===== config.mk =====
export PLATFORM = sky130hd
export DESIGN_NAME = afd_fifo
export DESIGN_NICKNAME = d
export VERILOG_FILES = /design/src/hw/rtl/afd_pkg.sv /design/src/hw/rtl/afd_fifo.sv
export SDC_FILE = /design/constraint.sdc
export NUM_CORES = 1
export LEC_CHECK = 0
export BUFFER_PORTS_ARGS = -buffer_cell sky130_fd_sc_hd__buf_2
export CORE_ASPECT_RATIO = 0.9
export CORE_MARGIN = 3
export CORE_UTILIZATION = 25
export DETAILED_ROUTE_END_ITERATION = 7
export SETUP_SLACK_MARGIN = 0.05
export SYNTH_ARGS = -nofsm -noshare
export SYNTH_HDL_FRONTEND = slang
export SYNTH_SLANG_ARGS = --single-unit

===== constraint.sdc =====
create_clock -name i_clk -period 5 [get_ports i_clk]
set_input_delay 0.75 -clock i_clk [delete_from_list [all_inputs] [get_ports i_clk]]
set_output_delay 0.75 -clock i_clk [all_outputs]
set_load 0.1 [all_outputs]

===== src/hw/rtl/afd_pkg.sv =====
package afd_pkg;

    // default time width in bits
    localparam int TIME_WIDTH_DEF = 64;

    // field widths
    localparam int ACC_W    = 19;
    localparam int SRC_W    = 3;
    localparam int ORIENT_W = 2;
    localparam int NORM_W   = 14;
    localparam int RATIO_W  = 16;
    localparam int CONF_W   = 16;
    localparam int STALE_W  = 32;

    // configuration port
    localparam int CFG_IDX_W  = 3;
    localparam int CFG_DATA_W = 32;

    localparam logic [CFG_IDX_W-1:0] CFG_STALE_LIMIT = 3'd0;
    localparam logic [CFG_IDX_W-1:0] CFG_MIN_NORM    = 3'd1;
    localparam logic [CFG_IDX_W-1:0] CFG_MAX_NORM    = 3'd2;
    localparam logic [CFG_IDX_W-1:0] CFG_FLIP_RATIO  = 3'd3;
    localparam logic [CFG_IDX_W-1:0] CFG_UP_RATIO    = 3'd4;
    localparam logic [CFG_IDX_W-1:0] CFG_CONFIRM     = 3'd5;

    // register reset values
    localparam logic [STALE_W-1:0]        RST_STALE_LIMIT = 32'd100000;
    localparam logic [NORM_W-1:0]         RST_MIN_NORM    = 14'd500;
    localparam logic [NORM_W-1:0]         RST_MAX_NORM    = 14'd1500;
    localparam logic signed [RATIO_W-1:0] RST_FLIP_RATIO  = -16'sd16384;
    localparam logic signed [RATIO_W-1:0] RST_UP_RATIO    = 16'sd16384;
    localparam logic [CONF_W-1:0]         RST_CONFIRM     = 16'd500;

    // orientation codes
    localparam logic [ORIENT_W-1:0] ORIENT_UNKNOWN = 2'd0;
    localparam logic [ORIENT_W-1:0] ORIENT_UPRIGHT = 2'd1;
    localparam logic [ORIENT_W-1:0] ORIENT_TILT    = 2'd2;
    localparam logic [ORIENT_W-1:0] ORIENT_FLIPPED = 2'd3;

    // g in units of 1/20000 m/s^2, and 20000^2 = K_ODD * 2^K_SHIFT
    localparam logic [17:0] G_NUM       = 18'd196133;
    localparam logic [18:0] K_ODD       = 19'd390625;
    localparam int          K_SHIFT     = 10;
    // Q1.15 scale squared
    localparam int          SHARE_SHIFT = 30;
    // ms to us
    localparam logic [9:0]  US_PER_MS   = 10'd1000;

    // queue between front and back
    localparam int QUEUE_DEPTH = 4;

    // configuration register file
    typedef struct packed {
        logic [STALE_W-1:0]        stale_limit_us;
        logic [NORM_W-1:0]         min_norm_milli_g;
        logic [NORM_W-1:0]         max_norm_milli_g;
        logic signed [RATIO_W-1:0] flipped_ratio;
        logic signed [RATIO_W-1:0] upright_ratio;
        logic [CONF_W-1:0]         confirm_ms;
    } t_cfg;

    // classification made at the front
    typedef struct packed {
        logic fresh;
        logic src_chg;
    } t_class;

endpackage


===== src/hw/rtl/afd_fifo.sv =====
module afd_fifo #(
    parameter int DATA_WIDTH = 8,
    parameter int DEPTH      = afd_pkg::QUEUE_DEPTH
) (
    input  logic                  i_clk,
    input  logic                  i_rst_n,
    input  logic                  i_push,
    input  logic [DATA_WIDTH-1:0] i_data,
    input  logic                  i_pop,
    output logic [DATA_WIDTH-1:0] o_data,
    output logic                  o_full,
    output logic                  o_empty
);

    localparam int AW = (DEPTH > 1) ? $clog2(DEPTH) : 1;
    localparam int CW = $clog2(DEPTH + 1);

    logic [DATA_WIDTH-1:0] r_mem [DEPTH];
    logic [AW-1:0]         r_wr;
    logic [AW-1:0]         n_wr;
    logic [AW-1:0]         r_rd;
    logic [AW-1:0]         n_rd;
    logic [CW-1:0]         r_count;
    logic [CW-1:0]         n_count;

    assign o_full  = (r_count == CW'(DEPTH));
    assign o_empty = (r_count == '0);
    assign o_data  = r_mem[r_rd];

    // pointer and fill count update
    always_comb begin
        n_wr    = r_wr;
        n_rd    = r_rd;
        n_count = r_count;
        if (i_push) begin
            n_wr = (r_wr == AW'(DEPTH - 1)) ? '0 : r_wr + 1'b1;
        end
        if (i_pop) begin
            n_rd = (r_rd == AW'(DEPTH - 1)) ? '0 : r_rd + 1'b1;
        end
        n_count = r_count + CW'(i_push) - CW'(i_pop);
    end

    always_ff @(posedge i_clk) begin
        if (!i_rst_n) begin
            r_wr    <= '0;
            r_rd    <= '0;
            r_count <= '0;
        end else begin
            r_wr    <= n_wr;
            r_rd    <= n_rd;
            r_count <= n_count;
        end
    end

    // entry storage
    always_ff @(posedge i_clk) begin
        if (i_push) begin
            r_mem[r_wr] <= i_data;
        end
    end

endmodule


==> out/metrics.cfg, run 1 <==
[sta]
drv_slew = 0
setup_viol = 0
rsz0062_at_grt = no
slew_headroom = 0.638
worstMarginPinSlew_ns = 0.542
fin_setup_tns_ns = 0
finalHoldViolations = 0
post-route-period-util = 0.521
max_freq_mhz = 384
period_minus_slack_ns = 2.60
finClkSkew_ns = 0.0129

[setup_path]
cp.required_ns = 4.25
worstSetupPathType = flop to output port
cp_top_family = flip-flops
crit_buf_inv = 1
path_cells = mux4_2, buf_2
critPathArrivalTime_ns = 1.85
critPathMaxStageDelay_ns = 0.67
cp-end-kind = output port
critPathSlowestCell = dfxtp_1
crit_path_start_kind = flop
worstPathMaxFanout = 8

[grt]
antenna_found_initial = 0
grt_overflow = 0
use_met1 = 0.0854
busiest_layer = met2
grt_util_met3 = 0.0326
grt_pass1_vias = 910
grt_usage = 0.0810
grt_max_degree = 15
grt_pass1_wl_microns = 4540
met2_usage = 0.154

[logic_synthesis]
ys_ff_latch = 41
ys_seq_area_frac = 0.706
synthTopCellsByArea = edfxtp_1, dfxtp_1, mux4_2
synth-simple-area-share = 0.0558
syn_inst = 86
ys_types = 17
synth_fp_nets = 106
yosys_warnings = 0
synth-compound-area-share = 0.00620
synth_top_cell_area_share = 0.595
synth_area_per_cell_sq_um = 18.8
netlist_area_sq_um = 1620
synth_xor_area_frac = 0.0147
synth-adder-area-share = 0.0666
yosysTopAreaCell = edfxtp_1
synth_top_family_by_area = multiplexers
muxShareOfSynthArea = 0.124

[floorplan]
dieArea_sq_um = 7460
start_util = 0.261
die_x_microns = 90.7
die_h_microns = 82.3
rows = 27
core-area_sq_um = 6180
ios = 22

[layout]
mostFrequentLayoutCells = edfxtp_1, buf_2, dfxtp_1
final_nets = 132
n_antenna_cell = 0
n_fill_cell = 615
drive_gt1_frac = 0.327
fin_util = 0.311
area.growth.synth_to_final_pct = 19.2
final_common_cell = edfxtp_1

[power_and_ir_drop]
leakagePower_uw = 0.000713
peakVddDrop_mv = 0.200
p_per_area_nw_per_um2 = 446
p_total_uw = 859

[cts]
clkLatencyLatePin_ns = 0.29
clk_pin_slew_ns = 0.08
clock_sinks = 41
numCtsBuffers = 5
root_buffer = clkbuf_8
clockBufferDepth = 2
cts_resized = 0
postCtsSetupRepairBufs = 0
holdBufCountCts = 0
tritoncts = done
cts.htree.levels = 2

[route]
dr.first_iter.drc_count = 44
totalWireLength_microns = 2660
dr.pass1.iters = 4
routed_via_density = 3.99
num_vias = 797
wl_per_cell_microns = 13.3
antenna_left = 0
drc = 0

[place]
dp_hpwl_microns = 1960
io_buffers = 21
gp_congestion = 0.683

[run]
max_cap_viol_count = 0

[min_path]
hold_path.class = flop to flop

[run_status]
status = finished clean

-- worst paths after layout --
path         startpoint         end  slack [ns]  cells past startpoint
max                flop   o_data[1]        2.40                      2
min             r_rd[0]     r_rd[0]        0.52                      2
max reg2reg  r_count[0]  r_count[2]        3.23                      7
min reg2reg     r_rd[0]     r_rd[0]        0.52                      2
-- synthesized netlist by cell type --
cell / number
a21oi_1: 2
and2_1: 6
and3_1: 1
buf_6: 1
clkbuf_2: 1
dfxtp_1: 9
edfxtp_1: 32
fa_1: 1
ha_1: 7
inv_1: 7
mux2i_1: 2
mux4_2: 8
nand2b_1: 2
nor2_1: 3
nor3_1: 1
or3b_1: 2
xor3_1: 1
-- sequential cells by signal, indices dropped and copies added (netlist names), named ones only --
register  flops
r_count       3
r_mem        32
r_rd          2
r_wr          2
-- power by group --
part           total, uW  internal (uW)  leakage [uW]  switching, uW
sequential           403            388      0.000368           14.4
clock                263            150     0.0000585            113
combinational        193           50.3      0.000286            143
total                859            588      0.000713            270
-- per-stage QoR --
step | cells | hold WS, ns | setup WS [ns] | cell area (sq um)
after floorplan | 86 | 0.476 | 1.87 | 1620
after global placement | 192 | 0.502 | 2.68 | 1810
after detailed placement | 192 | 0.513 | 2.64 | 1810
after CTS | 200 | 0.527 | 2.32 | 1930
after global routing | 200 | 0.583 | 2.24 | 1930
final | 200 | 0.518 | 2.40 | 1930
-- kinds of logic after synthesis --
kind of cell	count (synthesis)
flops	41
simple gates	15
mux	10
buf+inv	9
fa+ha+maj	8
compound gates	2
xor+xnor	1
-- layer usage --
layer / wire length [microns] / vias up
li1: - / 374
met1: 1040 / 399
met2: 1450 / 22
met3: 160 / 2
met4: 8 / 0
met5: 0 / -
-- final cells by class --
| type | count | area, sq um | area share |
|---|---|---|---|
| Clock inverter | 3 | 43.8 | 0.0227 |
| Inverter | 7 | 26.3 | 0.0136 |
| Tap cell | 87 | 109 | 0.0565 |
| Timing Repair Buffer | 21 | 105 | 0.0546 |
| Sequential cell | 41 | 1140 | 0.593 |
| Multi-Input combinational cell | 36 | 432 | 0.224 |
| Clock buffer | 5 | 68.8 | 0.0357 |
-- worst min-delay path, cell delays in order, from the launching register on --
cell      delay, ns
dfxtp_1        0.33
nand2b_1       0.07
a21oi_1        0.07
(Power assumes the default switching activity.)
==> run 2, diff against run 1 <==
ABC_AREA = 1   (was not set)
clock period = 2.71 ns   (was 5 ns; I/O delays follow)
==> out/metrics.cfg, run 2 <==
[logic_synthesis]
netlist_area_sq_um = 1740
synth_area_per_cell_sq_um = 11.4
syn_inst = 152
yosysTopAreaCell = edfxtp_1
yosys_warnings = 0
synth_top_cell_area_share = 0.553
ys_seq_area_frac = 0.657
synth_fp_nets = 172
synth_ff_type = edfxtp_1
ys_ff_latch = 41
async_flop_share = 0
ys_types = 18
synth.most_common_cell = edfxtp_1
synth_edf_count = 32
synthTopCellsByArea = edfxtp_1, dfxtp_1, inv_1
netlist_top_cells_count = edfxtp_1, inv_1, nand2_1

[sta]
finClkSkew_ns = 0.00695
slew_headroom = 0.618
fin_ws_ns = 0.594
rsz0062_at_grt = no
setup_viol = 0
max_freq_mhz = 473
fin_setup_tns_ns = 0
finalHoldViolations = 0
period_minus_slack_ns = 2.12
drv_slew = 0
worstMarginPinSlew_ns = 0.572
post-route-period-util = 0.781

[setup_path]
path_cells = o211ai_1, nand2_1, buf_2
cp-end-kind = output port
critPathArrivalTime_ns = 1.71
critPathMaxStageDelay_ns = 0.69
r2r_cells = 7
worstSetupPathType = flop to output port
cp.required_ns = 2.30
worstPathMaxFanout = 16
crit_path_start_kind = flop
critPathSlowestCell = dfxtp_1

[grt]
antenna_found_initial = 0
grt_max_degree = 33
grt_pass1_wl_microns = 4710
grt_usage = 0.0756
grt_overflow = 0
grt_pass1_vias = 999

[cts]
cts_resized = 0
cts.htree.levels = 2
postCtsSetupRepairBufs = 0
root_buffer = clkbuf_8
numCtsBuffers = 5
clockBufferDepth = 2
holdBufCountCts = 0
clkLatencyLatePin_ns = 0.29
clk_pin_slew_ns = 0.08
clock_sinks = 41
tritoncts = done

[layout]
largest-register = r_mem
top_regs = r_mem (32), r_count (3)
mostFrequentLayoutCells = edfxtp_1, inv_1, nand2_1
n_antenna_cell = 0
area.growth.synth_to_final_pct = 17.9
final_common_cell = edfxtp_1
drive_gt1_frac = 0.182
final_nets = 195
design_area_sq_um = 2050
largest_register_ff_count = 32

[place]
place_area_sq_um = 1910
dp_hpwl_microns = 1840
gp_congestion = 0.691
preCtsSetupSlack_ns = 0.879
io_buffers = 21

[min_path]
hold_depth = 1
hold_path.class = input pin to flop

[floorplan]
die_h_microns = 85.1
start_util = 0.261
ios = 22
core-area_sq_um = 6660
dieArea_sq_um = 7990
rows = 28
die_x_microns = 93.9

[power_and_ir_drop]
leakagePower_uw = 0.000872
peakVddDrop_mv = 0.201
p_total_uw = 1710
p_per_area_nw_per_um2 = 836

[route]
num_vias = 1014
wl_per_cell_microns = 10.1
dr.first_iter.drc_count = 51
antenna_left = 0
routed_via_density = 3.81
drc = 0
dr.pass1.iters = 4
totalWireLength_microns = 2670

[run]
max_cap_viol_count = 0

[run_status]
status = finished clean

-- run 2: changes by cell type in the layout (fill, tap and decap cells not counted), moves of 2 or more --
cell	change
mux4_2	-8
o21ai_0	+8
nand2b_1	-2
inv_1	+24
or3b_1	-2
nand2_1	+27
o211ai_1	+8
nor2_1	+4
a21oi_1	+8
mux2i_1	-2
and2_1	-6
-- run 2: worst paths after layout --
check / to / slack [ns] / startpoint
max: o_data[7] / 0.59 / flop
min reg2reg: flop / 0.50 / r_rd[0]
max reg2reg: r_count[2] / 1.12 / r_count[0]
min: r_mem[2][6] / 0.33 / i_data[6]
-- run 2: through the flow --
stage | utilization | instances | hold slack [ns]
5_1_grt | 0.308 | 266 | 0.317
6_report | 0.308 | 266 | 0.331
3_3_place_gp | 0.287 | 258 | 0.494
2_1_floorplan | - | 152 | 0.471
4_1_cts | 0.308 | 266 | 0.321
3_5_place_dp | 0.287 | 258 | 0.497
-- run 2: kinds of logic (layout without fill, tap and decap cells) --
logic type      Yosys count  after routing  share of synthesized area
flops                    41             41                      0.657
buf+inv                  37             61                      0.100
fa+ha+maj                 8              8                     0.0619
xor+xnor                  1              1                    0.00504
simple gates             37             37                     0.0821
compound gates           28             28                     0.0943
-- run 2: metal layers --
layer,share of wire,vias up,global-route usage
met5,0,-,0
met4,0.013,0,0.0315
met3,0.047,2,0.0248
met2,0.48,15,0.121
met1,0.46,457,0.0935
li1,-,540,-
-- run 2: worst max-delay path, delay by kind of cell (launching register included) --
kind            cells  cell delay, ns
compound gates      1            0.18
buf+inv             1            0.43
flops               1            0.69
simple gates        1            0.12
-- run 2: area by class of cell --
cell class | instances | area [sq um]
clock buffers | 5 | 68.8
clock inverters | 3 | 68.8
fillers | 690 | 4610
inverters | 31 | 116
multi-input cells | 74 | 428
flip-flops and latches | 41 | 1140
well taps | 90 | 113
repair buffers | 22 | 113
-- run 2: power by group --
part | total (uW) | internal [uW] | switching [uW]
combinational | 384 | 74.0 | 310
sequential | 746 | 720 | 25.8
clock | 583 | 371 | 212
total | 1710 | 1160 | 548
