**src/hw/rtl/afd_pkg.sv**
```systemverilog
package afd_pkg;

    // default time width in bits
    localparam int TIME_WIDTH_DEF = 64;

    // field widths
    localparam int ACC_W    = 19;
    localparam int SRC_W    = 3;
    localparam int ORIENT_W = 2;
    localparam int NORM_W   = 14;
    localparam int RATIO_W  = 16;
    localparam int CONF_W   = 16;
    localparam int STALE_W  = 32;

    // configuration port
    localparam int CFG_IDX_W  = 3;
    localparam int CFG_DATA_W = 32;

    localparam logic [CFG_IDX_W-1:0] CFG_STALE_LIMIT = 3'd0;
    localparam logic [CFG_IDX_W-1:0] CFG_MIN_NORM    = 3'd1;
    localparam logic [CFG_IDX_W-1:0] CFG_MAX_NORM    = 3'd2;
    localparam logic [CFG_IDX_W-1:0] CFG_FLIP_RATIO  = 3'd3;
    localparam logic [CFG_IDX_W-1:0] CFG_UP_RATIO    = 3'd4;
    localparam logic [CFG_IDX_W-1:0] CFG_CONFIRM     = 3'd5;

    // register reset values
    localparam logic [STALE_W-1:0]        RST_STALE_LIMIT = 32'd100000;
    localparam logic [NORM_W-1:0]         RST_MIN_NORM    = 14'd500;
    localparam logic [NORM_W-1:0]         RST_MAX_NORM    = 14'd1500;
    localparam logic signed [RATIO_W-1:0] RST_FLIP_RATIO  = -16'sd16384;
    localparam logic signed [RATIO_W-1:0] RST_UP_RATIO    = 16'sd16384;
    localparam logic [CONF_W-1:0]         RST_CONFIRM     = 16'd500;

    // orientation codes
    localparam logic [ORIENT_W-1:0] ORIENT_UNKNOWN = 2'd0;
    localparam logic [ORIENT_W-1:0] ORIENT_UPRIGHT = 2'd1;
    localparam logic [ORIENT_W-1:0] ORIENT_TILT    = 2'd2;
    localparam logic [ORIENT_W-1:0] ORIENT_FLIPPED = 2'd3;

    // g in units of 1/20000 m/s^2, and 20000^2 = K_ODD * 2^K_SHIFT
    localparam logic [17:0] G_NUM       = 18'd196133;
    localparam logic [18:0] K_ODD       = 19'd390625;
    localparam int          K_SHIFT     = 10;
    // Q1.15 scale squared
    localparam int          SHARE_SHIFT = 30;
    // ms to us
    localparam logic [9:0]  US_PER_MS   = 10'd1000;

    // queue between front and back
    localparam int QUEUE_DEPTH = 4;

    // configuration register file
    typedef struct packed {
        logic [STALE_W-1:0]        stale_limit_us;
        logic [NORM_W-1:0]         min_norm_milli_g;
        logic [NORM_W-1:0]         max_norm_milli_g;
        logic signed [RATIO_W-1:0] flipped_ratio;
        logic signed [RATIO_W-1:0] upright_ratio;
        logic [CONF_W-1:0]         confirm_ms;
    } t_cfg;

    // classification made at the front
    typedef struct packed {
        logic fresh;
        logic src_chg;
    } t_class;

endpackage

```
**src/hw/rtl/afd_front.sv**
```systemverilog
module afd_front #(
    parameter int TIME_WIDTH = afd_pkg::TIME_WIDTH_DEF
) (
    input  logic                        i_clk,
    input  logic                        i_rst_n,
    input  logic                        i_in_valid,
    output logic                        o_in_ready,
    input  logic [TIME_WIDTH-1:0]       i_now_time_us,
    input  logic [TIME_WIDTH-1:0]       i_sample_time_us,
    input  logic [afd_pkg::SRC_W-1:0]   i_sensor_source,
    input  logic                        i_sample_ok,
    input  logic [afd_pkg::STALE_W-1:0] i_stale_limit_us,
    input  logic                        i_q_full,
    output logic                        o_q_push,
    output afd_pkg::t_class             o_class
);

    logic [afd_pkg::SRC_W-1:0] r_last_source;
    logic [afd_pkg::SRC_W-1:0] n_last_source;
    logic [TIME_WIDTH-1:0]     w_age;
    logic                      w_fresh;

    // handshake into the queue
    assign o_in_ready = !i_q_full;
    assign o_q_push   = i_in_valid && !i_q_full;

    // freshness: sample ok, received no later than now and not older than the limit
    assign w_age   = i_now_time_us - i_sample_time_us;
    assign w_fresh = i_sample_ok && (i_sample_time_us <= i_now_time_us)
                     && (w_age <= TIME_WIDTH'(i_stale_limit_us));

    assign o_class.fresh   = w_fresh;
    assign o_class.src_chg = w_fresh && (r_last_source != i_sensor_source);

    // source tracking, only fresh samples move it
    always_comb begin
        n_last_source = r_last_source;
        if (o_q_push && w_fresh) begin
            n_last_source = i_sensor_source;
        end
    end

    always_ff @(posedge i_clk) begin
        if (!i_rst_n) begin
            r_last_source <= '0;
        end else begin
            r_last_source <= n_last_source;
        end
    end

endmodule

```
**config.mk**
```make
export PLATFORM = sky130hd
export DESIGN_NAME = afd_front
export DESIGN_NICKNAME = d
export VERILOG_FILES = /design/src/hw/rtl/afd_pkg.sv /design/src/hw/rtl/afd_front.sv
export SDC_FILE = /design/constraint.sdc
export NUM_CORES = 1
export LEC_CHECK = 0
export ABC_AREA = 1
export BUFFER_PORTS_ARGS = -buffer_cell sky130_fd_sc_hd__buf_2
export CAP_MARGIN = 10
export CELL_PAD_IN_SITES_DETAIL_PLACEMENT = 1
export CELL_PAD_IN_SITES_GLOBAL_PLACEMENT = 2
export CORE_MARGIN = 2
export CORE_UTILIZATION = 27
export DETAILED_ROUTE_END_ITERATION = 8
export PLACE_DENSITY = 0.84
export SLEW_MARGIN = 20
export SYNTH_ARGS = -nofsm -noshare
export SYNTH_HDL_FRONTEND = slang
export SYNTH_SLANG_ARGS = --single-unit
export TNS_END_PERCENT = 30
```
**constraint.sdc**
```tcl
create_clock -name i_clk -period 3.7 [get_ports i_clk]
set_input_delay 0.185 -clock i_clk [delete_from_list [all_inputs] [get_ports i_clk]]
set_output_delay 0.185 -clock i_clk [all_outputs]
set_load 0.05 [all_outputs]
```
==> flow_metrics.py, run 1 <==
metrics = {
    "layout": {
        "regMostFlops": "r_last_source",
        "register_area_um2": 60.1,
        "synthToLayoutAreaGrowth_pct": 45.8,
        "post-route-util_pct": 40.0,
        "nets": 2241,
        "largest_reg_flops": 3,
        "drive_above_1_share_pct": 30.5,
        "n_fill_cell": 4088,
        "reg.largest.list": "r_last_source (3)",
        "stdcell_count": 2359,
        "multi_input_area_um2": 7150,
        "antenna_cells": 0,
    },
    "critical_path": {
        "critPathKind": "primary input to output port",
        "arrival_ns": 3.43,
        "end_kind": "output port",
        "worstRegToRegCells": 4,
        "cp.required_ns": 3.51,
        "start_kind": "primary input",
        "critical_path.max_fanout": 7,
    },
    "yosys": {
        "synthAdderAreaFrac_pct": 15.5,
        "synth_flop_cell": "dfxtp_1",
        "synth_area_um2": 7880,
        "yosys-top-cells-area": "nand2_1, inv_1, ha_1",
        "synth_top_family_by_area": "simple AND/OR/NAND/NOR gates",
        "synth.top_cell.area_share_pct": 32.4,
        "ys_seq_area_share_pct": 0.762,
        "netlist.top_cell.by_area": "nand2_1",
        "syn-num-nets": 1915,
        "syn-instance-count": 1650,
        "synth_compound_area_share_pct": 6.57,
        "synth-xor-area-share_pct": 3.67,
        "postSynthAreaPerCell_um2": 4.78,
        "synth_common_cells": "nand2_1, inv_1, nor2_1",
        "synth_most_common_cell": "nand2_1",
        "synth_simple_gate_area_share_pct": 52.1,
        "synth_edf_count": 0,
        "synth-seq-cells": 3,
        "ys_warn_count": 0,
        "synth_mux_area_share_pct": 0,
        "async_flop_share_pct": 0,
        "ys_types": 40,
    },
    "clock_network": {
        "h-tree-depth": 1,
        "hold_buffers": 0,
        "clkLatencyLatePin_ns": 0.23,
        "root_buffer": "clkbuf_16",
        "clock-sinks": 3,
        "clkTransAtPathRegs_ns": 0.03,
        "numCtsBuffers": 3,
        "cts_tree": "built",
        "cts_buffer_depth": 2,
    },
    "power_and_ir_drop": {
        "cellLeakagePower_nw": 7.20,
        "ir_drop_mv": 0.104,
        "pwr_density_cell_nw_per_um2": 190,
    },
    "floorplan": {
        "dieArea_um2": 30600,
        "dieWidth_um": 175,
        "fp.coreArea_um2": 28700,
        "die_y_um": 175,
        "rows": 62,
        "pin_count": 172,
        "initial_core_util_pct": 27.4,
    },
    "timing": {
        "setup_ws_ns": 0.0862,
        "setup_viol": 0,
        "maxSlewHeadroom_pct": 66.5,
        "maxSlewViolCount": 0,
        "finClkSkew_ns": 0,
        "post-route-period-util_pct": 97.7,
        "min_period_ns": 3.61,
        "finalHoldViolCount": 0,
        "fmax_mhz": 277,
        "worst_slew_pin_slew_ns": 0.498,
        "grt_setup_unrepaired": "true",
        "tns_ns": 0,
    },
    "drt": {
        "vias": 10600,
        "drtAntennaViolNets": 0,
        "drtIter0Drc": 370,
        "wl_um": 36000,
        "vias_per_cell": 4.50,
        "drc": 0,
        "wl_per_cell_um": 15.2,
        "drt_pre_antenna_iters": 5,
    },
    "placed_design": {
        "dp_slack_ns": -0.318,
        "place.gp.congestion": 0.926,
        "port_buffers": 171,
        "placed_cells": 2334,
        "dp_hpwl_um": 32100,
    },
    "grt": {
        "antenna_found_initial": 0,
        "grt_pass1_wl_um": 55700,
        "track_usage_pct": 22.9,
        "grt_overflow_total": 0,
        "grt_max_degree": 8,
        "grt_pass1_vias": 11100,
    },
    "run": {
        "maxCapViolCount": 0,
    },
    "worst_hold_path": {
        "hp-class": "primary input to register",
        "hold_depth": 3,
    },
    "run_status": {
        "status": "complete, no violations",
    },
}
cells in the final DEF, fill, tap and decap left out, drive strengths merged:
| cell type | Yosys | layout |
|---|---|---|
| nor4b | 1 | 1 |
| nand3 | 66 | 66 |
| inv | 446 | 446 |
| and2 | 3 | 3 |
| ha | 96 | 96 |
| nor3b | 1 | 1 |
| a21oi | 69 | 69 |
| nor4 | 3 | 3 |
| fa | 1 | 1 |
| xnor2 | 2 | 2 |
| o22ai | 2 | 2 |
| nand2 | 697 | 697 |
| buf | 2 | 323 |
| nand3b | 5 | 5 |
| xor2 | 31 | 31 |
| nor2 | 149 | 149 |
| o21a | 4 | 4 |
| dfxtp | 3 | 3 |
| clkbuf | 0 | 4 |
| o221ai | 1 | 1 |
| a22o | 1 | 1 |
| nand4 | 22 | 22 |
| or2 | 1 | 1 |
| nor3 | 23 | 23 |
| o21ai | 13 | 13 |
| o21bai | 5 | 5 |
| and3 | 2 | 2 |
| a31oi | 1 | 1 |
through the flow:
stage          power, mW  cell area, µm²  hold WS [ns]
2_1_floorplan       1.03            7880         0.306
3_3_place_gp        1.69           10200         0.444
3_5_place_dp        1.73           10200         0.449
4_1_cts             2.02           10800         0.212
5_1_grt             2.42           11500         0.231
6_report            2.19           11500         0.211
final timing paths:
check                       from                to  slack, ns
min                      i_rst_n  r_last_source[1]       0.21
max reg2reg     r_last_source[2]  r_last_source[2]       3.03
min reg2reg     r_last_source[0]  r_last_source[0]       0.54
max          i_sample_time_us[2]        o_class[0]       0.09
power by group:
part           internal, mW  leakage, nW      switching, mW  total (mW)
sequential           0.0326       0.0241  0.000000000000776      0.0326
combinational         0.811         7.13               1.17        1.98
clock                 0.142       0.0382             0.0317       0.174
layout make-up:
| type | count | share of cell area, % |
|---|---|---|
| clock buffers | 4 | 0.686 |
| well taps | 384 | 4.18 |
| flip-flops and latches | 3 | 0.523 |
| repair buffers | 323 | 17.8 |
| inverters | 446 | 14.6 |
| multi-input cells | 1199 | 62.2 |
worst max-delay path, stage by stage:
cell     delay [ns]
buf_6          0.07
inv_2          0.03
ha_4           0.32
buf_6          0.12
nand2_1        0.06
nor2_2         0.15
nand2_1        0.09
nand3_2        0.10
nand2_1        0.06
nand2_1        0.08
nand2_1        0.07
nand2_2        0.11
xor2_1         0.15
ha_1           0.25
nand2_2        0.08
nor2_1         0.05
nor3_2         0.18
nand2_1        0.09
a21oi_2        0.16
nand2_1        0.09
nand2_2        0.09
o21ai_1        0.07
nor2_1         0.11
nand3_1        0.08
nor2_1         0.15
nand2_2        0.10
nor3_4         0.13
buf_6          0.18
metal layers:
metal | vias to the layer above | track usage (%) | share of wire, %
met4 | 0 | 4.20 | 1.5
met5 | - | 0 | 0
met3 | 26 | 1.26 | 3.3
li1 | 5521 | - | -
met2 | 182 | 41.5 | 48
met1 | 4889 | 30.0 | 47
kinds of logic (layout without fill, tap and decap cells):
kind of cell    after synthesis  after routing
simple gates                973            973
buf+inv                     448            773
fa+ha+maj                    97             97
compound gates               96             96
xor+xnor                     33             33
flops                         3              3
timing repair:
action,4_1_cts,5_1_grt
resized for setup,83,186
pin swaps,24,88
setup endpoints to repair,5,5
buffers inserted,6,15
Note: power is estimated with default switching activity, not from simulation.
==> run 2: changes to the inputs <==
--- a/config.mk
+++ b/config.mk
@@ -14,6 +14,7 @@
 export CORE_UTILIZATION = 27
 export DETAILED_ROUTE_END_ITERATION = 8
 export PLACE_DENSITY = 0.84
+export RECOVER_POWER = 50
 export SLEW_MARGIN = 20
 export SYNTH_ARGS = -nofsm -noshare
 export SYNTH_HDL_FRONTEND = slang
==> run 2 against run 1 <==
First-iteration DRC count did not move. Combinational power hardly changed. Die area did not move. Count of clock-buffer cells in the layout stayed put. Non-clock buffer count stayed put. Total power hardly changed.
==> flow_metrics.py, run 2 (synthesis gave the netlist of run 1 again) <==
metrics = {
    "floorplan": {
        "rows": 62,
        "dieWidth_um": 175,
        "dieArea_um2": 30600,
        "initial_core_util_pct": 27.4,
        "pin_count": 172,
        "fp.coreArea_um2": 28700,
        "die_y_um": 175,
    },
    "layout": {
        "stdcell_count": 2359,
        "post-route-util_pct": 40.0,
        "reg.largest.list": "r_last_source (3)",
        "largest_reg_flops": 3,
        "regMostFlops": "r_last_source",
        "antenna_cells": 0,
        "fin_area_um2": 11500,
        "drive_above_1_share_pct": 30.4,
        "mostFrequentLayoutCells": "nand2_1, inv_1, buf_2, buf_4, nor2_1",
        "multi_input_area_um2": 7150,
        "synthToLayoutAreaGrowth_pct": 45.8,
        "register_area_um2": 60.1,
        "n_fill_cell": 4088,
        "layout_commonest_cell": "nand2_1",
        "nets": 2241,
    },
    "critical_path": {
        "r2r-start": "r_last_source[2]",
        "crit_start": "i_sample_time_us[2]",
        "cp.required_ns": 3.51,
        "critical_path.max_fanout": 7,
        "cp-endpoint": "o_class[0]",
        "arrival_ns": 3.43,
        "start_kind": "primary input",
        "r2r-end": "r_last_source[2]",
        "end_kind": "output port",
        "reg2reg_setup_slack_ns": 3.03,
        "critPathKind": "primary input to output port",
        "worstRegToRegCells": 4,
    },
    "timing": {
        "setup_viol": 0,
        "tns_ns": 0,
        "finClkSkew_ns": 0,
        "worst_slew_pin_slew_ns": 0.595,
        "maxSlewHeadroom_pct": 60.5,
        "finalHoldViolCount": 0,
        "maxSlewViolCount": 0,
        "min_period_ns": 3.61,
        "fmax_mhz": 277,
        "grt_setup_unrepaired": "true",
        "setup_ws_ns": 0.0862,
        "post-route-period-util_pct": 97.7,
        "hold_ws_ns": 0.211,
    },
    "drt": {
        "vias_per_cell": 4.50,
        "dr_wl_met2_um": 17400,
        "m1WireLength_um": 16800,
        "vias": 10600,
        "drt_pre_antenna_iters": 5,
        "wl_per_cell_um": 15.2,
        "drtAntennaViolNets": 0,
        "wl_um": 36000,
        "drc": 0,
        "drtIter0Drc": 370,
        "wl_met3_um": 1200,
        "highest_layer": "met4",
    },
    "run": {
        "maxCapViolCount": 0,
    },
    "grt": {
        "grt_overflow_total": 0,
        "antenna_found_initial": 0,
        "track_usage_pct": 22.9,
        "grt_pass1_vias": 11100,
        "grt_max_degree": 8,
        "grt_pass1_wl_um": 55700,
    },
    "clock_network": {
        "numCtsBuffers": 3,
        "clock-sinks": 3,
        "root_buffer": "clkbuf_16",
        "h-tree-depth": 1,
        "cts_buffer_depth": 2,
        "clkLatencyLatePin_ns": 0.23,
        "clkTransAtPathRegs_ns": 0.03,
        "cts_tree": "built",
    },
    "placed_design": {
        "place.gp.congestion": 0.926,
        "dp_hpwl_um": 32100,
        "dp_slack_ns": -0.318,
        "placed_cells": 2334,
        "postPlaceCellArea_um2": 10200,
        "port_buffers": 171,
    },
    "power_and_ir_drop": {
        "ir_drop_mv": 0.104,
        "power_mw": 2.18,
        "cellLeakagePower_nw": 7.19,
        "pwr_density_cell_nw_per_um2": 190,
    },
    "worst_hold_path": {
        "hp-class": "primary input to register",
    },
    "run_status": {
        "status": "complete, no violations",
    },
}
[run 2: worst min path at each step]
stage,start,end,slack [ns],depth (start not counted)
2_1_floorplan,i_rst_n,r_last_source[0],0.31,2
3_3_place_gp,i_rst_n,r_last_source[0],0.44,3
3_5_place_dp,i_rst_n,r_last_source[0],0.45,3
4_1_cts,i_rst_n,r_last_source[0],0.21,3
5_1_grt,i_rst_n,r_last_source[0],0.23,3
6_report,i_rst_n,r_last_source[1],0.21,3
[run 2: area by class of cell]
cell class	count	share of cell area (%)
multi-input combinational	1199	62.2
inverter	446	14.6
tap	384	4.18
sequential	3	0.523
timing repair buffer	323	17.8
clock buffer	4	0.686
[run 2: what timing repair did]
item	CTS	global route
hold buffers	0	0
gates cloned	0	0
gates resized for setup	83	186
setup endpoints to repair	5	5
buffers inserted	6	15
pin swaps	24	88
[run 2: worst max-delay path, stage by stage]
cell and delay [ns]:
buf_6 0.07, inv_2 0.03, ha_4 0.32, buf_6 0.12
nand2_1 0.06, nor2_2 0.15, nand2_1 0.09, nand3_2 0.10
nand2_1 0.06, nand2_1 0.08, nand2_1 0.07, nand2_2 0.11
xor2_1 0.15, ha_1 0.25, nand2_2 0.08, nor2_1 0.05
nor3_2 0.18, nand2_1 0.09, a21oi_2 0.16, nand2_1 0.09
nand2_2 0.09, o21ai_1 0.07, nor2_1 0.11, nand3_1 0.08
nor2_1 0.15, nand2_2 0.10, nor3_4 0.13, buf_6 0.18
[run 2: routing by layer]
layer  global-route usage, %  vias up
li1                        -     5521
met1                    30.0     4889
met2                    41.5      182
met3                    1.26       26
met4                    4.20        0
met5                       0        -
[run 2: report_power, final]
part / switching, mW / internal, mW / leakage, nW / total [mW]
Clock: 0.0317 / 0.142 / 0.0382 / 0.174
Combinational: 1.17 / 0.810 / 7.13 / 1.98
Sequential: 0.000000000000776 / 0.0326 / 0.0241 / 0.0326
Total: 1.20 / 0.985 / 7.19 / 2.18
